## config.mk

```make
export PLATFORM = sky130hd
export DESIGN_NAME = pcx_rle_image_decoder_unit_flat
export DESIGN_NICKNAME = d
export VERILOG_FILES = /design/src/sv/pcxrle_pkg.sv /design/src/sv/pcxrle_chan_if.sv /design/src/sv/pcxrle_dp.sv /design/src/sv/pcxrle_ctrl.sv /design/src/sv/pcx_rle_image_decoder_unit.sv /design/src/flat_wrapper.sv
export VERILOG_INCLUDE_DIRS = /design/src /design/src/sv
export SDC_FILE = /design/constraint.sdc
export NUM_CORES = 1
export LEC_CHECK = 0
export ABC_AREA = 1
export BUFFER_PORTS_ARGS = -buffer_cell sky130_fd_sc_hd__buf_2
export CORE_MARGIN = 3
export CORE_UTILIZATION = 55
export DETAILED_ROUTE_END_ITERATION = 10
export PLACE_DENSITY = 0.69
export SLEW_MARGIN = 20
export SYNTH_ARGS = -nofsm -noshare
export SYNTH_HDL_FRONTEND = slang
export SYNTH_HIERARCHICAL = 1
export SYNTH_SLANG_ARGS = --single-unit
```

## constraint.sdc

```tcl
create_clock -name clk -period 6.78 [get_ports clk]
set_clock_uncertainty 0.1 [all_clocks]
set_input_delay 0.339 -clock clk [delete_from_list [all_inputs] [get_ports clk]]
set_output_delay 0.339 -clock clk [all_outputs]
set_load 0.005 [all_outputs]
```

## src/sv/assert_macros.svh

```systemverilog
// Assertion macros used by the pcx rle decoder controller.
`ifndef ASSERT_MACROS_SVH
`define ASSERT_MACROS_SVH

// Check a property on every rising edge of clk while out of reset.
`define PCX_ASSERT(lbl, prop, msg) \
  lbl: assert property (@(posedge clk) disable iff (!rst_n) (prop)) else $error(msg);

// Check that a condition implies another in the next cycle.
`define PCX_ASSERT_NEXT(lbl, ante, cons, msg) \
  lbl: assert property (@(posedge clk) disable iff (!rst_n) (ante) |=> (cons)) else $error(msg);

`endif

```

## src/sv/pcxrle_pkg.sv

```systemverilog
// Types and constants of the pcx rle image decoder.
package pcxrle_pkg;

  localparam int unsigned HDR_LEN  = 128;
  localparam int unsigned RUN_BASE = 192;

  localparam logic [6:0] HIDX_XMIN_LO = 7'd4;
  localparam logic [6:0] HIDX_XMIN_HI = 7'd5;
  localparam logic [6:0] HIDX_YMIN_LO = 7'd6;
  localparam logic [6:0] HIDX_YMIN_HI = 7'd7;
  localparam logic [6:0] HIDX_XMAX_LO = 7'd8;
  localparam logic [6:0] HIDX_XMAX_HI = 7'd9;
  localparam logic [6:0] HIDX_YMAX_LO = 7'd10;
  localparam logic [6:0] HIDX_YMAX_HI = 7'd11;
  localparam logic [6:0] HIDX_LAST    = 7'(HDR_LEN - 1);

  typedef struct packed {
    logic [7:0] data_byte;
    logic       start_of_file;
  } in_item_t;

  typedef struct packed {
    logic [7:0]  pixel_value;
    logic [31:0] pixel_position;
    logic        last_of_run;
    logic        image_complete;
    logic [15:0] image_width;
    logic [15:0] image_height;
  } out_item_t;

  // controller to datapath
  typedef struct packed {
    logic start;       // start of file seen on the accepted item
    logic hdr_take;    // accepted item is a header byte
    logic run_load;    // accepted item is a run marker
    logic emit_first;  // accepted item is a pixel byte, emit its first pixel
    logic use_run;     // pixel byte repeats by the stored run length
    logic emit_next;   // emit the next pixel of a run in progress
  } cmd_t;

  // datapath to controller
  typedef struct packed {
    logic hdr_last;    // current header byte is the final one
    logic empty_img;   // xmax < xmin or ymax < ymin
    logic marker;      // input byte is a run marker
    logic run_zero;    // stored run length is zero
    logic run_one;     // stored run length is one
    logic rem_one;     // one pixel left in the run in progress
    logic complete;    // next pixel takes the count above the limit
    logic slot_free;   // output register can take a pixel this cycle
  } stat_t;

endpackage

```

## src/sv/pcxrle_chan_if.sv

```systemverilog
// Valid/ready channel carrying one item of a given payload type.
interface pcxrle_chan_if #(parameter type T = logic);
  logic valid;
  logic ready;
  T     data;

  modport source (output valid, output data, input ready);
  modport sink   (input valid, input data, output ready);
endinterface

```

## src/sv/pcxrle_dp.sv

```systemverilog
// Datapath: header capture, image limit, run counters and output register.
module pcxrle_dp (
  input  logic                  clk,
  input  logic                  rst_n,
  input  pcxrle_pkg::in_item_t  in_item,
  input  pcxrle_pkg::cmd_t      cmd,
  output pcxrle_pkg::stat_t     st,
  output logic                  out_valid,
  input  logic                  out_ready,
  output pcxrle_pkg::out_item_t out_item
);

  logic [6:0]  hcnt_r, hcnt_nxt, hidx;
  logic [15:0] xmin_r, ymin_r, xmax_r, ymax_r;
  logic [15:0] xmin_nxt, ymin_nxt, xmax_nxt, ymax_nxt;
  logic [15:0] w_r, h_r;
  logic [31:0] limit_r;
  logic [5:0]  run_len_r, run_len_nxt;
  logic [5:0]  remain_r, remain_nxt;
  logic [7:0]  byte_r, byte_nxt;
  logic [31:0] cnt_r, cnt_nxt, cnt_inc;
  logic        out_valid_r, out_valid_nxt;
  pcxrle_pkg::out_item_t out_r, out_nxt;
  logic        emit, last_now;

  assign hidx    = cmd.start ? 7'd0 : hcnt_r;
  assign cnt_inc = (cnt_r == '1) ? cnt_r : cnt_r + 32'd1;
  assign emit    = cmd.emit_first || cmd.emit_next;

  always_comb begin
    st.hdr_last  = (hidx == pcxrle_pkg::HIDX_LAST);
    st.empty_img = (xmax_r < xmin_r) || (ymax_r < ymin_r);
    st.marker    = (in_item.data_byte >= 8'(pcxrle_pkg::RUN_BASE));
    st.run_zero  = (run_len_r == 6'd0);
    st.run_one   = (run_len_r == 6'd1);
    st.rem_one   = (remain_r == 6'd1);
    st.complete  = (cnt_inc > limit_r);
    st.slot_free = !out_valid_r || out_ready;
  end

  // header capture
  always_comb begin
    hcnt_nxt = hcnt_r;
    xmin_nxt = xmin_r;
    ymin_nxt = ymin_r;
    xmax_nxt = xmax_r;
    ymax_nxt = ymax_r;
    if (cmd.hdr_take) begin
      hcnt_nxt = st.hdr_last ? 7'd0 : hidx + 7'd1;
      case (hidx)
        pcxrle_pkg::HIDX_XMIN_LO: xmin_nxt[7:0]  = in_item.data_byte;
        pcxrle_pkg::HIDX_XMIN_HI: xmin_nxt[15:8] = in_item.data_byte;
        pcxrle_pkg::HIDX_YMIN_LO: ymin_nxt[7:0]  = in_item.data_byte;
        pcxrle_pkg::HIDX_YMIN_HI: ymin_nxt[15:8] = in_item.data_byte;
        pcxrle_pkg::HIDX_XMAX_LO: xmax_nxt[7:0]  = in_item.data_byte;
        pcxrle_pkg::HIDX_XMAX_HI: xmax_nxt[15:8] = in_item.data_byte;
        pcxrle_pkg::HIDX_YMAX_LO: ymax_nxt[7:0]  = in_item.data_byte;
        pcxrle_pkg::HIDX_YMAX_HI: ymax_nxt[15:8] = in_item.data_byte;
        default: ;
      endcase
    end
  end

  // run counters, pixel count and output register
  always_comb begin
    run_len_nxt   = run_len_r;
    remain_nxt    = remain_r;
    byte_nxt      = byte_r;
    cnt_nxt       = cnt_r;
    out_nxt       = out_r;
    out_valid_nxt = out_valid_r && !out_ready;
    last_now      = 1'b0;

    if (cmd.hdr_take && st.hdr_last) begin
      cnt_nxt     = 32'd0;
      run_len_nxt = 6'd0;
    end
    if (cmd.run_load) begin
      run_len_nxt = 6'(in_item.data_byte - 8'(pcxrle_pkg::RUN_BASE));
    end

    if (cmd.emit_first) begin
      byte_nxt   = in_item.data_byte;
      remain_nxt = cmd.use_run ? run_len_r - 6'd1 : 6'd0;
      last_now   = cmd.use_run ? st.run_one : 1'b1;
    end else if (cmd.emit_next) begin
      remain_nxt = remain_r - 6'd1;
      last_now   = st.rem_one;
    end

    if (emit) begin
      out_valid_nxt          = 1'b1;
      out_nxt.pixel_value    = cmd.emit_first ? in_item.data_byte : byte_r;
      out_nxt.pixel_position = cnt_r;
      out_nxt.last_of_run    = last_now;
      out_nxt.image_complete = last_now && st.complete;
      out_nxt.image_width    = w_r;
      out_nxt.image_height   = h_r;
      cnt_nxt                = cnt_inc;
    end
  end

  always_ff @(posedge clk) begin
    if (!rst_n) begin
      hcnt_r      <= 7'd0;
      xmin_r      <= 16'd0;
      ymin_r      <= 16'd0;
      xmax_r      <= 16'd0;
      ymax_r      <= 16'd0;
      run_len_r   <= 6'd0;
      remain_r    <= 6'd0;
      cnt_r       <= 32'd0;
      out_valid_r <= 1'b0;
    end else begin
      hcnt_r      <= hcnt_nxt;
      xmin_r      <= xmin_nxt;
      ymin_r      <= ymin_nxt;
      xmax_r      <= xmax_nxt;
      ymax_r      <= ymax_nxt;
      run_len_r   <= run_len_nxt;
      remain_r    <= remain_nxt;
      cnt_r       <= cnt_nxt;
      out_valid_r <= out_valid_nxt;
    end
  end

  // spans are registered from the coordinate registers, the limit from the registered spans
  always_ff @(posedge clk) begin
    w_r     <= (xmax_r >= xmin_r) ? xmax_r - xmin_r : 16'd0;
    h_r     <= (ymax_r >= ymin_r) ? ymax_r - ymin_r : 16'd0;
    limit_r <= 32'(w_r) * 32'(h_r);
    byte_r  <= byte_nxt;
    out_r   <= out_nxt;
  end

  assign out_valid = out_valid_r;
  assign out_item  = out_r;

endmodule

```

## src/sv/pcxrle_ctrl.sv

```systemverilog
// Controller: decode phase, pending run marker and run drain sequencing.
`include "assert_macros.svh"

module pcxrle_ctrl (
  input  logic              clk,
  input  logic              rst_n,
  input  logic              in_valid,
  input  logic              sof,
  output logic              in_ready,
  input  pcxrle_pkg::stat_t st,
  output pcxrle_pkg::cmd_t  cmd
);

  typedef enum logic [1:0] {PH_HEADER, PH_BODY, PH_DONE} phase_t;
  typedef enum logic {M_IDLE, M_DRAIN} mode_t;

  phase_t phase_r, phase_nxt, phase_eff;
  mode_t  mode_r, mode_nxt;
  logic   pend_r, pend_nxt, pend_eff;
  logic   acc;
  logic   done_keep;

  assign in_ready  = (mode_r == M_IDLE) && st.slot_free;
  assign acc       = in_valid && in_ready;
  assign phase_eff = sof ? PH_HEADER : phase_r;
  assign pend_eff  = sof ? 1'b0 : pend_r;

  // stay in done unless a start of file is taken
  assign done_keep = (phase_r == PH_DONE) && !(acc && sof);

  always_comb begin
    cmd       = '0;
    phase_nxt = phase_r;
    mode_nxt  = mode_r;
    pend_nxt  = pend_r;
    case (mode_r)
      M_IDLE: begin
        if (acc) begin
          cmd.start = sof;
          if (sof) begin
            phase_nxt = PH_HEADER;
            pend_nxt  = 1'b0;
          end
          case (phase_eff)
            PH_HEADER: begin
              cmd.hdr_take = 1'b1;
              if (st.hdr_last) begin
                phase_nxt = st.empty_img ? PH_DONE : PH_BODY;
                pend_nxt  = 1'b0;
              end
            end
            PH_BODY: begin
              if (pend_eff) begin
                pend_nxt = 1'b0;
                if (!st.run_zero) begin
                  cmd.emit_first = 1'b1;
                  cmd.use_run    = 1'b1;
                  if (st.run_one) begin
                    if (st.complete) phase_nxt = PH_DONE;
                  end else begin
                    mode_nxt = M_DRAIN;
                  end
                end
              end else if (st.marker) begin
                cmd.run_load = 1'b1;
                pend_nxt     = 1'b1;
              end else begin
                cmd.emit_first = 1'b1;
                if (st.complete) phase_nxt = PH_DONE;
              end
            end
            default: ;
          endcase
        end
      end
      M_DRAIN: begin
        if (st.slot_free) begin
          cmd.emit_next = 1'b1;
          if (st.rem_one) begin
            mode_nxt = M_IDLE;
            if (st.complete) phase_nxt = PH_DONE;
          end
        end
      end
      default: mode_nxt = M_IDLE;
    endcase
  end

  always_ff @(posedge clk) begin
    if (!rst_n) begin
      phase_r <= PH_HEADER;
      mode_r  <= M_IDLE;
      pend_r  <= 1'b0;
    end else begin
      phase_r <= phase_nxt;
      mode_r  <= mode_nxt;
      pend_r  <= pend_nxt;
    end
  end

  `PCX_ASSERT_NEXT(a_done_holds, done_keep, phase_r == PH_DONE, "done phase left early")
  `PCX_ASSERT(a_no_drain_in_header, (phase_r == PH_HEADER) |-> (mode_r == M_IDLE), "header drain")
  `PCX_ASSERT(a_drain_no_pending, (mode_r == M_DRAIN) |-> !pend_r, "marker pending in drain")

endmodule

```

## src/sv/pcx_rle_image_decoder_unit.sv

```systemverilog
// PCX rle image decoder, 8-bit pixels: one file byte in, zero to 63 pixels out per byte.
//
// The block takes a PCX file one byte per input item. A byte with start_of_file set
// restarts the decoder and counts as header byte 0. Of the 128 header bytes it keeps
// the little-endian words xmin, ymin, xmax and ymax; width and height are the
// differences (0 when negative) and the pixel limit is width times height. The body is
// run-length decoded: a byte of 193..255 makes a run of (byte - 192) copies of the next
// byte, 192 makes an empty run, any other byte is one literal pixel. Decoding stops at
// the end of the item whose pixels take the count above the limit (a started run always
// completes, and that final pixel carries image_complete); a negative span skips the
// body entirely. Bytes after that are dropped until the next start of file.
// Flow: header bytes, run markers, dropped bytes and literals never start a drain; the
// data byte of a run of n > 1 pixels holds the input while the run drains, as the single
// output register issues one pixel per cycle when not stalled. Both sides may stall freely;
// input is taken when no run drains and the output register is free or being emptied.
module pcx_rle_image_decoder_unit (
  input  logic          clk,
  input  logic          rst_n,
  pcxrle_chan_if.sink   in_if,
  pcxrle_chan_if.source out_if
);

  pcxrle_pkg::cmd_t  cmd;
  pcxrle_pkg::stat_t st;

  // sequencing: phase, pending marker, drain of multi-pixel runs
  pcxrle_ctrl u_ctrl (
    .clk      (clk),
    .rst_n    (rst_n),
    .in_valid (in_if.valid),
    .sof      (in_if.data.start_of_file),
    .in_ready (in_if.ready),
    .st       (st),
    .cmd      (cmd)
  );

  // header fields, limit, counters and the output register
  pcxrle_dp u_dp (
    .clk       (clk),
    .rst_n     (rst_n),
    .in_item   (in_if.data),
    .cmd       (cmd),
    .st        (st),
    .out_valid (out_if.valid),
    .out_ready (out_if.ready),
    .out_item  (out_if.data)
  );

endmodule

```

## src/flat_wrapper.sv

```systemverilog
// flat-port wrapper written by rule: the top's interface ports become plain ports
module pcx_rle_image_decoder_unit_flat 
  (clk, rst_n, in_if_valid, in_if_data, in_if_ready, out_if_valid, out_if_data, out_if_ready);
  pcxrle_chan_if #(.T(pcxrle_pkg::in_item_t)) in_if_i ();
  pcxrle_chan_if #(.T(pcxrle_pkg::out_item_t)) out_if_i ();
  input  logic clk;
  input  logic rst_n;
  input wire logic [$bits(in_if_i.valid)-1:0] in_if_valid;
  input wire logic [$bits(in_if_i.data)-1:0] in_if_data;
  output wire logic [$bits(in_if_i.ready)-1:0] in_if_ready;
  output wire logic [$bits(out_if_i.valid)-1:0] out_if_valid;
  output wire logic [$bits(out_if_i.data)-1:0] out_if_data;
  input wire logic [$bits(out_if_i.ready)-1:0] out_if_ready;
  assign in_if_i.valid = in_if_valid;
  assign in_if_i.data = in_if_data;
  assign in_if_ready = in_if_i.ready;
  assign out_if_valid = out_if_i.valid;
  assign out_if_data = out_if_i.data;
  assign out_if_i.ready = out_if_ready;
  pcx_rle_image_decoder_unit u_core (.clk(clk), .rst_n(rst_n), .in_if(in_if_i), .out_if(out_if_i));
endmodule
```

==> summary.txt <==
Floorplanning
  – Die Span X: 206 um
  – Die H: 206 um
  – Die ar.: 42,600 sq um
  – I/O Pins: 89
  – Row count: 72
  – Starting Density: 56.4%
  – Core region area: 39,200 sq um

Hold path
  – Min-Delay Path Class: in -> reg

Timing
  – RSZ-0062 raised after global routing: no
  – Fin Setup TNS: 0 ns
  – Slew margin rel.: 31.3%
  – Max-slew violation count: 0
  – Clock period minus worst slack: 5.96 ns
  – Least-Margin Pin Slew: 1.03 ns
  – Max Clock Freq: 0.168 GHz
  – Setup Viol. Count Final: 0
  – Period utilisation layout: 87.9%
  – Final Hold Viols: 0

Worst setup path
  – Critical Path End Type: flip-flop
  – Req. time, crit path: 7.15 ns
  – Worst EP arrival: 6.33 ns
  – CP max stage cell: dfxtp_1
  – Critical Path Max Stage Delay: 0.93 ns
  – Crit path kind: reg -> reg
  – Critical path cell sequence: nand2_1, fa_1, fa_1, inv_1, fa_1, fa_1, fa_1, inv_1, fa_1, inv_1, ha_1, nand2_1, nor2_1, nor3b_1, nand2_1, nand2_1, nand2_1, nand3_1, nand2_1
  – Max Fanout on Critical Path: 17
  – Setup crit start kind: flip-flop

Power and ir drop
  – Peak supply drop: 194 uV
  – Cell Pwr Density: 141 nW/um^2
  – Pleak: 12.8 nW

Clock tree
  – Setup Fix Bufs, Post-CTS: 0
  – Cts bufs inserted: 30
  – Clk Latency, worst-skew pair: 0.58 ns
  – Clock transition at path regs: 0.07 ns
  – Htree depth: 1
  – CTS root buf: clkbuf_16
  – Post-CTS resize count: 0
  – Clock Sinks: 266
  – Clk buf depth: 3
  – CTS tree: built
  – CTS Hold Buffers Added: 0

Synth
  – Synth Net Count: 3,285
  – Commonest cells in the synthesized netlist: nand2_1, inv_1, nor2_1
  – Dominant synthesized flop cell: dfxtp_1
  – Yosys reg bits: 266
  – Synth cell types: 48
  – Top post-synthesis cells by area: fa_1, dfxtp_1, nand2_1
  – Gate Count Post-Synth: 2,898
  – Average size of a mapped cell: 7.63 sq um
  – Top-area cell type share of the netlist area: 17.8%
  – Cell Area, Synth: 22,100 sq um
  – Post-synthesis sequential area ratio: 27.4%
  – Synth async-reset ratio: 0%
  – Biggest area consumer among synthesized cells: fa_1
  – Ys Warns: 6
  – EDFF count, synth: 74
  – Count leader, synth: nand2_1

GRT
  – Largest net degree at the start of global routing: 78
  – Overall global routing resource usage: 27.3%
  – Vias in the first global route: 18,300
  – Gr ovfl total: 0
  – Initial antenna violation count: 0
  – Wire length of the first global-routing pass: 92,700 um

Flow run
  – MaxCap Viol Count: 0

Drt
  – Vias: 18,200
  – Routed length per instance: 16.2 um
  – DRC violations left: 0
  – Drt first pass iters: 7
  – Drt total wl: 56,200 um
  – Vias per Instance: 5.22
  – DRT antenna net count: 0
  – DRT iter0 DRCs: 1,272

Outcome
  – Status: finished, final reports clean

Layout
  – P&R area growth vs syn: 8.25%
  – Final instance area: 23,900 sq um
  – Diode count: 0
  – Share of cells above drive strength 1: 8.57%
  – Non-Filler Instances: 3,481
  – Final Net Count: 3,326

Place
  – Placer Congestion: 0.916
  – Placed Cells: 3,425
  – IO Port Bufs: 88
  – Placed instance area: 22,900 sq um
  – Placed wire-length estimate: 43,600 um
==> routing by layer <==
| layer | routed length, um | up-vias | track usage (%) |
|---|---|---|---|
| li1 | - | 8892 | - |
| met3 | 3210 | 128 | 3.23 |
| met4 | 1650 | 0 | 8.19 |
| met2 | 27400 | 528 | 46.7 |
| met5 | 0 | - | 0 |
| met1 | 24000 | 8618 | 36.4 |
==> layout make-up <==
cell class / count / area [sq um]
fillers: 3507 / 15300
multi-input cells: 1919 / 13300
flip-flops and latches: 266 / 6070
inverters: 611 / 2300
clock buffers: 38 / 832
well taps: 518 / 648
repair buffers: 111 / 613
clock inverters: 18 / 168
==> worst max-delay path: cells and delay by family (launching register included) <==
| family | cells | cell delay, ns |
|---|---|---|
| adders and majority gates | 7 | 3.36 |
| buffers and inverters | 3 | 0.17 |
| DFF | 1 | 0.93 |
| and+or+nand+nor | 9 | 1.26 |
==> path summary, 6_finish.rpt <==
check	start	end	slack [ns]	cells after the start
worst min register to register	u_core/u_dp/byte_r[1]$_DFF_P_	u_core/u_dp/byte_r[1]$_DFF_P_	0.35	2
worst max-delay path	u_core/u_dp/w_r[1]$_SDFF_PN0_	u_core/u_dp/limit_r[26]$_DFF_P_	0.82	19
worst min-delay path	out_if_ready	u_core/u_dp/out_valid$_SDFF_PN0_	0.03	4
worst max register to register	u_core/u_dp/w_r[1]$_SDFF_PN0_	u_core/u_dp/limit_r[26]$_DFF_P_	0.82	19
==> registers in the layout (all words and copies together), names as in the netlist <==
name                   cells
u_core/u_dp/out_item      74
u_core/u_dp/h_r           16
u_core/u_dp/w_r           16
u_core/u_dp/out_valid      1
u_core/u_dp/cnt_r         32
u_core/u_dp/run_len_r      6
u_core/u_dp/ymax_r        16
u_core/u_ctrl/mode_r       1
u_core/u_dp/remain_r       6
u_core/u_dp/limit_r       32
u_core/u_ctrl/pend_r       1
u_core/u_ctrl/phase_r      2
u_core/u_dp/xmax_r        16
u_core/u_dp/xmin_r        16
u_core/u_dp/byte_r         8
u_core/u_dp/hcnt_r         7
u_core/u_dp/ymin_r        16
==> power by group <==
group	leakage [nW]	switching, W	total, W	internal [W]
Combinational	10.0	0.0000617	0.0000854	0.0000237
Clock	0.492	0.000713	0.00163	0.000921
Sequential	2.33	0.0000234	0.00166	0.00163
Total	12.8	0.000798	0.00338	0.00258
==> stage by stage <==
stage,setup slack [ns],util (%),hold WS [ns],total power (W)
after floorplan,1.41,-,0.306,0.00174
after global placement,0.885,58.5,0.327,0.00177
after detailed placement,0.885,58.5,0.332,0.00177
after CTS,0.863,61.1,0.00575,0.00341
after global routing,0.506,61.1,0.0261,0.00349
final,0.820,61.1,0.0337,0.00338
==> cells by family (layout without fill, tap and decap cells) <==
group / Yosys count / in the layout / synth area share [%]
XOR/XNOR: 48 / 48 / 1.90
flip-flops: 266 / 266 / 27.4
buffers and inverters: 713 / 778 / 12.4
AO/OA/AOI/OAI: 302 / 302 / 7.68
AND/OR/NAND/NOR: 1195 / 1195 / 22.8
adder cells (fa/ha/maj): 374 / 374 / 27.8
==> layout by cell type (no fill, tap or decap), drive strengths merged, types with 2 or more instances in the layout <==
cell type  instances
a21boi             2
a21o              10
a21oi            162
a31oi              2
and2               4
buf              111
clkbuf            38
clkinv            13
dfxtp            192
edfxtp            74
fa               196
ha               178
inv              614
nand2            805
nand3            105
nand3b             3
nand4             15
nor2             234
nor3              22
nor3b              2
o21a               4
o21ai            104
o21bai            11
o22ai              2
or2                3
xnor2             12
xor2              36
Note: power is estimated with default switching activity, not from simulation.
